### src/rtl/core/usrzi_pkg.sv
// Package with shared constants, codes and types of the ultrasonic ranger zone indicator.
package usrzi_pkg;

   // Echo width counter, saturating at its all-ones value
   localparam int PulseBits = 24;
   localparam int DistBits  = 16;
   localparam int ScaleBits = 32;
   localparam int DivBits   = 8;
   localparam int MicroBits = 20;
   localparam int TrigBits  = 10;
   localparam int GapBits   = 10;
   localparam int CsrIdxBits  = 3;
   localparam int CsrDataBits = 32;

   localparam logic [MicroBits-1:0] UsPerMs = MicroBits'(1000);

   // Register reset values
   localparam logic [DivBits-1:0]   TicksPerUsReset = DivBits'(16);
   localparam logic [TrigBits-1:0]  TriggerUsReset  = TrigBits'(12);
   localparam logic [MicroBits-1:0] GapUsReset      = MicroBits'(10000);
   localparam logic [ScaleBits-1:0] ScaleReset      = ScaleBits'(1578937);
   localparam logic [DistBits-1:0]  RedMaxReset     = DistBits'(6);
   localparam logic [DistBits-1:0]  BlueMaxReset    = DistBits'(12);
   localparam logic [DistBits-1:0]  GreenMaxReset   = DistBits'(24);

   localparam logic [PulseBits-1:0] PulseMax = {PulseBits{1'b1}};
   localparam logic [DistBits-1:0]  DistMax  = {DistBits{1'b1}};

   // Register indexes of the csr port
   typedef enum logic [CsrIdxBits-1:0] {
      CSR_TICKS_PER_US = 3'd0,
      CSR_TRIGGER_US   = 3'd1,
      CSR_GAP_MS       = 3'd2,
      CSR_SCALE        = 3'd3,
      CSR_RED_MAX      = 3'd4,
      CSR_BLUE_MAX     = 3'd5,
      CSR_GREEN_MAX    = 3'd6
   } csr_index_type;

   // Measurement cycle phases, one-hot
   typedef enum logic [4:0] {
      PH_TRIG_LOW  = 5'b00001,
      PH_TRIG_HIGH = 5'b00010,
      PH_WAIT      = 5'b00100,
      PH_COUNT     = 5'b01000,
      PH_GAP       = 5'b10000
   } phase_type;

   // Beat after the phase update
   typedef struct packed {
      logic                 vld;
      logic                 trig;
      logic                 cap;
      logic [PulseBits-1:0] ticks;
   } sample_stage_type;

   // Beat after the scaling multiply
   typedef struct packed {
      logic                 vld;
      logic                 trig;
      logic                 cap;
      logic [PulseBits-1:0] dist_raw;
   } scale_stage_type;

endpackage

### src/rtl/core/usrzi_req_if.sv
// Request channel: one echo line sample per beat.
interface usrzi_req_if;
   logic valid;
   logic ready;
   logic echo_level;

   modport source (output valid, output echo_level, input ready);
   modport sink   (input valid, input echo_level, output ready);
endinterface

### src/rtl/core/usrzi_rsp_if.sv
// Response channel: trigger level, zone indicators and distance per beat.
interface usrzi_rsp_if;
   logic                           valid;
   logic                           ready;
   logic                           trigger_out;
   logic                           red_on;
   logic                           blue_on;
   logic                           green_on;
   logic [usrzi_pkg::DistBits-1:0] distance;
   logic                           distance_valid;

   modport source (output valid, output trigger_out, output red_on, output blue_on,
                   output green_on, output distance, output distance_valid, input ready);
   modport sink   (input valid, input trigger_out, input red_on, input blue_on,
                   input green_on, input distance, input distance_valid, output ready);
endinterface

### src/rtl/core/ultrasonic_ranger_zone_indicator.sv
// Top level of the ultrasonic ranger zone indicator: echo timing, scaling and zones.
//
// Usage:
//   req_ch carries one echo line sample per beat; each accepted beat is one tick
//   of the measurement cycle (trigger low, trigger high, wait for echo edge,
//   count echo width, gap). rsp_ch returns exactly one beat per request beat,
//   in order: trigger level, zone indicators and last distance after that tick;
//   distance_valid marks the beat on which a new distance was measured.
//   The csr port writes ticks_per_us, trigger_us, gap_ms, scale and the three
//   zone limits; write only while no beat is in flight.
// Pipeline: an accepted request beat passes the phase update, scaling multiply,
//   zone compare and output register on its way to the response.
// Throughput: one beat per cycle while not stalled; the 24 x 32 bit scaling multiply
//   sits alone in its own stage.
// Reset (synchronous, active high): registers return to their default values,
//   the cycle restarts in trigger low with indicators off and distance zero.
// Stall: while a response is held with rsp_ch.ready low, the whole pipeline
//   holds and req_ch.ready is low; no beat is lost or repeated.
module ultrasonic_ranger_zone_indicator (
   input  logic                              clock,
   input  logic                              reset,
   usrzi_req_if.sink                         req_ch,
   usrzi_rsp_if.source                       rsp_ch,
   input  logic                              csr_wr_en,
   input  logic [usrzi_pkg::CsrIdxBits-1:0]  csr_index,
   input  logic [usrzi_pkg::CsrDataBits-1:0] csr_wr_data
);

   localparam int PB = usrzi_pkg::PulseBits;
   localparam int DB = usrzi_pkg::DistBits;
   localparam int SB = usrzi_pkg::ScaleBits;
   localparam int VB = usrzi_pkg::DivBits;
   localparam int MB = usrzi_pkg::MicroBits;
   localparam int TB = usrzi_pkg::TrigBits;
   localparam int GB = usrzi_pkg::GapBits;

   // Config registers
   logic [VB-1:0] ticks_per_us_ff;
   logic [TB-1:0] trigger_us_ff;
   logic [MB-1:0] gap_us_ff;
   logic [SB-1:0] scale_ff;
   logic [DB-1:0] red_max_ff, blue_max_ff, green_max_ff;

   // Cycle state
   usrzi_pkg::phase_type phase_ff, phase_in;
   logic [VB-1:0] tick_div_ff, tick_div_in;
   logic [MB-1:0] micro_count_ff, micro_count_in;
   logic [PB-1:0] pulse_ticks_ff, pulse_ticks_in;
   logic          echo_prev_ff;

   // Pipeline
   usrzi_pkg::sample_stage_type samp_ff, samp_in;
   usrzi_pkg::scale_stage_type  scl_ff, scl_in;
   logic [PB+SB-1:0]            product;

   // Result registers
   logic          rsp_valid_ff;
   logic          rsp_trig_ff;
   logic          rsp_dvalid_ff;
   logic [2:0]    zone_ff, zone_in;
   logic [DB-1:0] last_dist_ff, last_dist_in;
   logic [DB-1:0] dist_sat;

   // Handshake
   logic stall;
   logic accept;
   logic changed;
   logic [VB-1:0] tpu;
   logic [VB-1:0] div_inc;
   logic [VB-1:0] div_next;
   logic [MB-1:0] micro_inc;
   logic [MB-1:0] target;
   logic          timed_done;

   assign stall        = rsp_valid_ff & ~rsp_ch.ready;
   assign req_ch.ready = ~stall;
   assign accept       = req_ch.valid & ~stall;

   // Config writes
   always_ff @(posedge clock) begin
      if (reset) begin
         ticks_per_us_ff <= usrzi_pkg::TicksPerUsReset;
         trigger_us_ff   <= usrzi_pkg::TriggerUsReset;
         gap_us_ff       <= usrzi_pkg::GapUsReset;
         scale_ff        <= usrzi_pkg::ScaleReset;
         red_max_ff      <= usrzi_pkg::RedMaxReset;
         blue_max_ff     <= usrzi_pkg::BlueMaxReset;
         green_max_ff    <= usrzi_pkg::GreenMaxReset;
      end else if (csr_wr_en) begin
         unique case (usrzi_pkg::csr_index_type'(csr_index))
            usrzi_pkg::CSR_TICKS_PER_US: ticks_per_us_ff <= csr_wr_data[VB-1:0];
            usrzi_pkg::CSR_TRIGGER_US:   trigger_us_ff   <= csr_wr_data[TB-1:0];
            // gap kept in microseconds
            usrzi_pkg::CSR_GAP_MS:
               gap_us_ff <= MB'(csr_wr_data[GB-1:0]) * usrzi_pkg::UsPerMs;
            usrzi_pkg::CSR_SCALE:        scale_ff        <= csr_wr_data[SB-1:0];
            usrzi_pkg::CSR_RED_MAX:      red_max_ff      <= csr_wr_data[DB-1:0];
            usrzi_pkg::CSR_BLUE_MAX:     blue_max_ff     <= csr_wr_data[DB-1:0];
            usrzi_pkg::CSR_GREEN_MAX:    green_max_ff    <= csr_wr_data[DB-1:0];
            default: ;
         endcase
      end
   end

   // Microsecond timer step shared by the timed phases
   assign tpu     = (ticks_per_us_ff == '0) ? VB'(1) : ticks_per_us_ff;
   assign div_inc = tick_div_ff + VB'(1);
   assign target  = (phase_ff == usrzi_pkg::PH_GAP) ? gap_us_ff : MB'(trigger_us_ff);

   always_comb begin
      if (div_inc >= tpu) begin
         div_next  = '0;
         micro_inc = micro_count_ff + MB'(1);
      end else begin
         div_next  = div_inc;
         micro_inc = micro_count_ff;
      end
   end
   assign timed_done = micro_inc >= target;

   assign changed = req_ch.echo_level ^ echo_prev_ff;

   // Phase sequencer
   always_comb begin
      phase_in       = phase_ff;
      tick_div_in    = tick_div_ff;
      micro_count_in = micro_count_ff;
      pulse_ticks_in = pulse_ticks_ff;
      samp_in.vld    = accept;
      samp_in.cap    = 1'b0;
      unique case (phase_ff)
         usrzi_pkg::PH_TRIG_LOW, usrzi_pkg::PH_TRIG_HIGH, usrzi_pkg::PH_GAP: begin
            tick_div_in    = div_next;
            micro_count_in = micro_inc;
            if (timed_done) begin
               tick_div_in    = '0;
               micro_count_in = '0;
               unique case (phase_ff)
                  usrzi_pkg::PH_TRIG_LOW:  phase_in = usrzi_pkg::PH_TRIG_HIGH;
                  usrzi_pkg::PH_TRIG_HIGH: phase_in = usrzi_pkg::PH_WAIT;
                  default:                 phase_in = usrzi_pkg::PH_TRIG_LOW;
               endcase
            end
         end
         usrzi_pkg::PH_WAIT: begin
            if (changed) begin
               pulse_ticks_in = '0;
               phase_in       = usrzi_pkg::PH_COUNT;
               tick_div_in    = '0;
               micro_count_in = '0;
            end
         end
         usrzi_pkg::PH_COUNT: begin
            if (pulse_ticks_ff != usrzi_pkg::PulseMax) begin
               pulse_ticks_in = pulse_ticks_ff + PB'(1);
            end
            if (changed) begin
               samp_in.cap    = 1'b1;
               phase_in       = usrzi_pkg::PH_GAP;
               tick_div_in    = '0;
               micro_count_in = '0;
            end
         end
         default: begin
            // unused code restarts the cycle
            phase_in       = usrzi_pkg::PH_TRIG_LOW;
            tick_div_in    = '0;
            micro_count_in = '0;
         end
      endcase
      samp_in.trig  = (phase_in == usrzi_pkg::PH_TRIG_HIGH);
      samp_in.ticks = pulse_ticks_in;
   end

   always_ff @(posedge clock) begin
      if (reset) begin
         phase_ff       <= usrzi_pkg::PH_TRIG_LOW;
         tick_div_ff    <= '0;
         micro_count_ff <= '0;
         pulse_ticks_ff <= '0;
         echo_prev_ff   <= 1'b0;
      end else if (accept) begin
         phase_ff       <= phase_in;
         tick_div_ff    <= tick_div_in;
         micro_count_ff <= micro_count_in;
         pulse_ticks_ff <= pulse_ticks_in;
         echo_prev_ff   <= req_ch.echo_level;
      end
   end

   // Scaling multiply: width times Q0.32 scale, keep the integer part
   assign product         = PB'(samp_ff.ticks) * (PB + SB)'(scale_ff);
   assign scl_in.vld      = samp_ff.vld;
   assign scl_in.trig     = samp_ff.trig;
   assign scl_in.cap      = samp_ff.cap;
   assign scl_in.dist_raw = product[PB+SB-1:SB];

   always_ff @(posedge clock) begin
      if (reset) begin
         samp_ff.vld <= 1'b0;
         scl_ff.vld  <= 1'b0;
      end else if (!stall) begin
         samp_ff.vld      <= samp_in.vld;
         scl_ff.vld       <= scl_in.vld;
         samp_ff.trig     <= samp_in.trig;
         samp_ff.cap      <= samp_in.cap;
         samp_ff.ticks    <= samp_in.ticks;
         scl_ff.trig      <= scl_in.trig;
         scl_ff.cap       <= scl_in.cap;
         scl_ff.dist_raw  <= scl_in.dist_raw;
      end
   end

   // Saturate and pick the zone
   assign dist_sat = (scl_ff.dist_raw > PB'(usrzi_pkg::DistMax)) ? usrzi_pkg::DistMax
                                                                  : scl_ff.dist_raw[DB-1:0];

   always_comb begin
      last_dist_in = last_dist_ff;
      zone_in      = zone_ff;
      if (scl_ff.vld && scl_ff.cap) begin
         last_dist_in = dist_sat;
         priority if (dist_sat <= red_max_ff)   zone_in = 3'b001;
         else if     (dist_sat <= blue_max_ff)  zone_in = 3'b010;
         else if     (dist_sat <= green_max_ff) zone_in = 3'b100;
         else                                   zone_in = 3'b000;
      end
   end

   // Output register
   always_ff @(posedge clock) begin
      if (reset) begin
         rsp_valid_ff  <= 1'b0;
         rsp_dvalid_ff <= 1'b0;
         rsp_trig_ff   <= 1'b0;
         zone_ff       <= '0;
         last_dist_ff  <= '0;
      end else if (!stall) begin
         rsp_valid_ff  <= scl_ff.vld;
         rsp_dvalid_ff <= scl_ff.vld & scl_ff.cap;
         rsp_trig_ff   <= scl_ff.trig;
         zone_ff       <= zone_in;
         last_dist_ff  <= last_dist_in;
      end
   end

   assign rsp_ch.valid          = rsp_valid_ff;
   assign rsp_ch.trigger_out    = rsp_trig_ff;
   assign rsp_ch.red_on         = zone_ff[0];
   assign rsp_ch.blue_on        = zone_ff[1];
   assign rsp_ch.green_on       = zone_ff[2];
   assign rsp_ch.distance       = last_dist_ff;
   assign rsp_ch.distance_valid = rsp_dvalid_ff;

   // At most one zone indicator lit
   a_zone_onehot: assert property (@(posedge clock) disable iff (reset)
      $onehot0(zone_ff))
      else $error("more than one zone indicator lit");

   // A fresh distance always lands in the gap phase, never with trigger high
   a_dvalid_no_trig: assert property (@(posedge clock) disable iff (reset)
      rsp_valid_ff && rsp_dvalid_ff |-> !rsp_trig_ff)
      else $error("distance produced with trigger high");

   // Echo phases leave the microsecond timer cleared
   a_echo_timer_idle: assert property (@(posedge clock) disable iff (reset)
      (phase_ff == usrzi_pkg::PH_WAIT || phase_ff == usrzi_pkg::PH_COUNT)
      |-> (micro_count_ff == '0 && tick_div_ff == '0))
      else $error("timer running during echo phases");

   // Distance only moves on a captured echo beat
   a_dist_on_capture: assert property (@(posedge clock) disable iff (reset)
      !$stable(last_dist_ff) |-> $past(scl_ff.vld && scl_ff.cap && !stall))
      else $error("distance changed without a capture");

endmodule

### src/flat_wrapper.sv
// flat-port wrapper written by rule: the top's interface ports become plain ports
module ultrasonic_ranger_zone_indicator_flat 
  (clock, reset, csr_wr_en, csr_index, csr_wr_data, req_ch_valid, req_ch_echo_level, req_ch_ready, rsp_ch_valid, rsp_ch_trigger_out, rsp_ch_red_on, rsp_ch_blue_on, rsp_ch_green_on, rsp_ch_distance, rsp_ch_distance_valid, rsp_ch_ready);
  usrzi_req_if req_ch_i ();
  usrzi_rsp_if rsp_ch_i ();
  input  logic clock;
  input  logic reset;
  input  logic csr_wr_en;
  input  logic [usrzi_pkg::CsrIdxBits-1:0] csr_index;
  input  logic [usrzi_pkg::CsrDataBits-1:0] csr_wr_data;
  input wire logic [$bits(req_ch_i.valid)-1:0] req_ch_valid;
  input wire logic [$bits(req_ch_i.echo_level)-1:0] req_ch_echo_level;
  output wire logic [$bits(req_ch_i.ready)-1:0] req_ch_ready;
  output wire logic [$bits(rsp_ch_i.valid)-1:0] rsp_ch_valid;
  output wire logic [$bits(rsp_ch_i.trigger_out)-1:0] rsp_ch_trigger_out;
  output wire logic [$bits(rsp_ch_i.red_on)-1:0] rsp_ch_red_on;
  output wire logic [$bits(rsp_ch_i.blue_on)-1:0] rsp_ch_blue_on;
  output wire logic [$bits(rsp_ch_i.green_on)-1:0] rsp_ch_green_on;
  output wire logic [$bits(rsp_ch_i.distance)-1:0] rsp_ch_distance;
  output wire logic [$bits(rsp_ch_i.distance_valid)-1:0] rsp_ch_distance_valid;
  input wire logic [$bits(rsp_ch_i.ready)-1:0] rsp_ch_ready;
  assign req_ch_i.valid = req_ch_valid;
  assign req_ch_i.echo_level = req_ch_echo_level;
  assign req_ch_ready = req_ch_i.ready;
  assign rsp_ch_valid = rsp_ch_i.valid;
  assign rsp_ch_trigger_out = rsp_ch_i.trigger_out;
  assign rsp_ch_red_on = rsp_ch_i.red_on;
  assign rsp_ch_blue_on = rsp_ch_i.blue_on;
  assign rsp_ch_green_on = rsp_ch_i.green_on;
  assign rsp_ch_distance = rsp_ch_i.distance;
  assign rsp_ch_distance_valid = rsp_ch_i.distance_valid;
  assign rsp_ch_i.ready = rsp_ch_ready;
  ultrasonic_ranger_zone_indicator u_core (.clock(clock), .reset(reset), .req_ch(req_ch_i), .rsp_ch(rsp_ch_i), .csr_wr_en(csr_wr_en), .csr_index(csr_index), .csr_wr_data(csr_wr_data));
endmodule
### config.mk
export PLATFORM = sky130hd
export DESIGN_NAME = ultrasonic_ranger_zone_indicator_flat
export DESIGN_NICKNAME = d
export VERILOG_FILES = /design/src/rtl/core/usrzi_pkg.sv /design/src/rtl/core/usrzi_req_if.sv /design/src/rtl/core/usrzi_rsp_if.sv /design/src/rtl/core/ultrasonic_ranger_zone_indicator.sv /design/src/flat_wrapper.sv
export SDC_FILE = /design/constraint.sdc
export NUM_CORES = 2
export LEC_CHECK = 0
export BUFFER_PORTS_ARGS = -buffer_cell sky130_fd_sc_hd__buf_2
export CORE_UTILIZATION = 55
export CTS_CLUSTER_SIZE = 8
export DETAILED_ROUTE_END_ITERATION = 8
export GPL_ROUTABILITY_DRIVEN = 0
export MAX_ROUTING_LAYER = met4
export PLACE_DENSITY = 0.7
export SYNTH_ARGS = -nofsm -noshare
export SYNTH_HDL_FRONTEND = slang
export SYNTH_SLANG_ARGS = --single-unit
### constraint.sdc
create_clock -name clock -period 10.2 [get_ports clock]
set_clock_uncertainty 0.2 [all_clocks]
set_input_delay 0.51 -clock clock [delete_from_list [all_inputs] [get_ports clock]]
set_output_delay 0.51 -clock clock [all_outputs]
set_load 0.01 [all_outputs]
==> reports/results.ini <==
[logic_synthesis]
synth_edf_count = 52
yosys_most_used_dff = dfxtp_1
synth_top_area_cell = fa_1
synth-warning-count = 0
synth_area_leaders = fa_1 37%, dfxtp_1 11%, ha_1 10%, inv_1 8.1%, nand2_1 7.2%
syn_avg_cell_area_um2 = 8.795
syn_inst = 4235
yosysUniqueCellTypes = 74
synth.most_common_cell = inv_1
synth_seq_cells = 249
synth_common_cells = 806 x inv_1, 712 x nand2_1, 687 x fa_1
async_reset_ff_share_pct = 0
synth_area_mm2 = 0.03725
synth-seq-area-share_pct = 14.78
syn-num-nets = 5261
synth_top_area_share_pct = 36.93

[detailed_routing]
dr_total_vias = 28220
initialDrtViolationCount = 1952
drcViolationCount = 0
routed_via_density = 5.542
post_drt_wl_per_cell_um = 19.51
ant_nets = 0
wl_mm = 99.34
drt_first_pass_iters = 6

[power]
cellInternalPower_mw = 3.603
p_leak_nw = 18.66
power_frac_seq_pct = 17.0
pwr-share-clk_pct = 17.1
combPwrFrac_pct = 65.9
worst_ir_drop_vdd_v = 0.0002498
p_total_mw = 6.729
p_switching_mw = 3.126
power_density_mw_per_mm2 = 170.5
netSwitchingFraction_pct = 46.46

[cts]
clk_pin_slew_ns = 0.05
clockBufferDepth = 3
cts_setup_buffers = 0
ctsHoldBuffers = 0
cts_sinks = 249
cts_htree_levels = 2
cts_resized = 0
cts_root_buf = clkbuf_16
cts_tree = yes
cts_buffers = 37
clock_latency_ns = 0.55

[timing]
slew_violations = 0
fmax_mhz = 119.6
fin_setup_tns_ns = 0
timing.final.crit_share_pct = 81.95
period_needed_ns = 8.359
final_hold_viol_count = 0
setup_viol_count_final = 0
worstMarginPinSlew_ns = 1.275
slew-limit-headroom_pct = 15.03
rsz0062_at_grt = no
hold_slack_ns = 0.03400
setup_ws_ns = 1.841

[placement]
placed_area_mm2 = 0.03839
hpwl_mm = 75.10
portBuffers = 63
pre_cts_slack_ns = 1.993
place_inst = 5033

[cells_and_area]
fin_area_mm2 = 0.03946
layout.nets = 5225
multi_input_area_mm2 = 0.02792
fill_cells = 5990
utilization_pct = 58.86
area_delta_synth_final_pct = 5.939
regArea_mm2 = 0.005505
layout-drive-gt1-share_pct = 5.050
stdcell_count = 5092

[worst_setup_path]
worstSetupPathType = reg -> reg
cp-end-kind = register
crit_required_ns = 10.28
cp-start-kind = register
crit_fanout = 20
cp.arrival_ns = 8.44

[die]
io_pins = 64
fp.dieArea_mm2 = 0.06876
die_h_um = 262.2
core_mm2 = 0.06704
initial_core_util_pct = 55.56
die_w_um = 262.2
rows = 95

[grt]
grt_pass1_wl_mm = 163.7
busiest_layer = met2
grt_use_total_pct = 31.31
grtUsageMet1_pct = 39.12
antenna_found_initial = 1
use_met2_pct = 52.11
overflow = 0
grt_max_degree = 86
met3_usage_pct = 4.074
grt_pass1_vias = 30150

[hold_path]
hold_path.class = in -> reg

[run]
drv_cap = 0

[run_status]
status = complete, no violations

[worst paths after layout]
kind	start	endpoint	slack, ns	cells past startpoint
max	u_core.samp_ff[17]	u_core.scl_ff[19]	1.84	22
max reg2reg	u_core.samp_ff[17]	u_core.scl_ff[19]	1.84	22
min	csr_wr_data[29]	u_core.scale_ff[29]	0.03	3
min reg2reg	u_core.samp_ff[24]	u_core.scl_ff[24]	0.22	0
[metal layers]
metal	vias to the layer above	part of all wire, %
met3	260	7.4
li1	12850	-
met5	-	0
met4	0	4.2
met1	14070	40
met2	1038	49
[state kept, by name, indices dropped and copies added (netlist names), 3 cells and up]
| name | cells |
|---|---|
| u_core.blue_max_ff | 16 |
| u_core.gap_us_ff | 17 |
| u_core.green_max_ff | 16 |
| u_core.micro_count_ff | 20 |
| u_core.phase_ff | 5 |
| u_core.pulse_ticks_ff | 24 |
| u_core.red_max_ff | 16 |
| u_core.rsp_ch.distance | 16 |
| u_core.samp_ff | 27 |
| u_core.scale_ff | 32 |
| u_core.scl_ff | 27 |
| u_core.tick_div_ff | 8 |
| u_core.ticks_per_us_ff | 8 |
| u_core.trigger_us_ff | 10 |
| u_core.zone_ff | 3 |
[placed cells by master, fill, tap and decap left out, types with 13 or more instances in the layout]
master / netlist / final
edfxtp_1: 52 / 52
clkbuf_16: 0 / 37
xor2_1: 23 / 23
nand3_1: 48 / 48
inv_1: 806 / 806
o21a_1: 14 / 14
nor2b_1: 15 / 15
o211ai_1: 20 / 20
nor2_1: 122 / 120
a21oi_1: 209 / 209
nand2b_1: 13 / 13
nand4_1: 26 / 26
xnor2_1: 45 / 45
and3_1: 16 / 16
nand2_1: 712 / 712
fa_1: 687 / 687
clkbuf_1: 195 / 17
and2_1: 411 / 411
buf_4: 3 / 71
or2_2: 17 / 17
nor3_1: 39 / 38
a21o_1: 43 / 43
o21ai_0: 71 / 71
buf_2: 2 / 62
ha_1: 298 / 298
a31oi_1: 20 / 20
dfxtp_1: 197 / 197
o31ai_1: 20 / 20
[area by class of cell]
class,count,share of cell area [%]
multi-input combinational,2971,70.77
timing repair buffer,133,2.137
clock inverter,4,0.1807
tap,873,2.768
inverter,807,7.677
sequential,249,13.95
clock buffer,54,2.508
antenna,1,0.006342
[worst max-delay path: stages, from the launching register on]
cell,delay [ns]
edfxtp_1,0.85
buf_4,0.44
nand2_1,0.12
fa_1,0.53
inv_1,0.05
fa_1,0.50
fa_1,0.58
fa_1,0.43
fa_1,0.46
fa_1,0.49
inv_1,0.05
fa_1,0.47
inv_1,0.04
ha_1,0.43
nand4_1,0.16
nor4_1,0.43
o21a_1,0.22
nand4b_1,0.32
nand3_1,0.21
a22oi_1,0.25
o21ai_0,0.50
a21boi_0,0.20
xnor2_1,0.16
[power groups by stage]
stage,clock network [mW],registers (mW),logic [mW]
after floorplan,0,1.14,3.21
final,1.15,1.15,4.43
after CTS,1.17,1.14,4.46
after detailed placement,0,1.16,4.39
after global placement,0,1.16,4.36
after global routing,1.21,1.15,5.08
[kinds of logic after synthesis]
kind of cell	count (synthesis)	synth area share, %
adder cells (fa/ha/maj)	985	46.94
AO/OA/AOI/OAI	451	7.300
multiplexers	10	0.2755
AND/OR/NAND/NOR	1457	18.82
flip-flops	249	14.78
XOR/XNOR	68	1.599
buffers and inverters	1015	10.29
No activity file was read; power rests on OpenSTA's default activity.
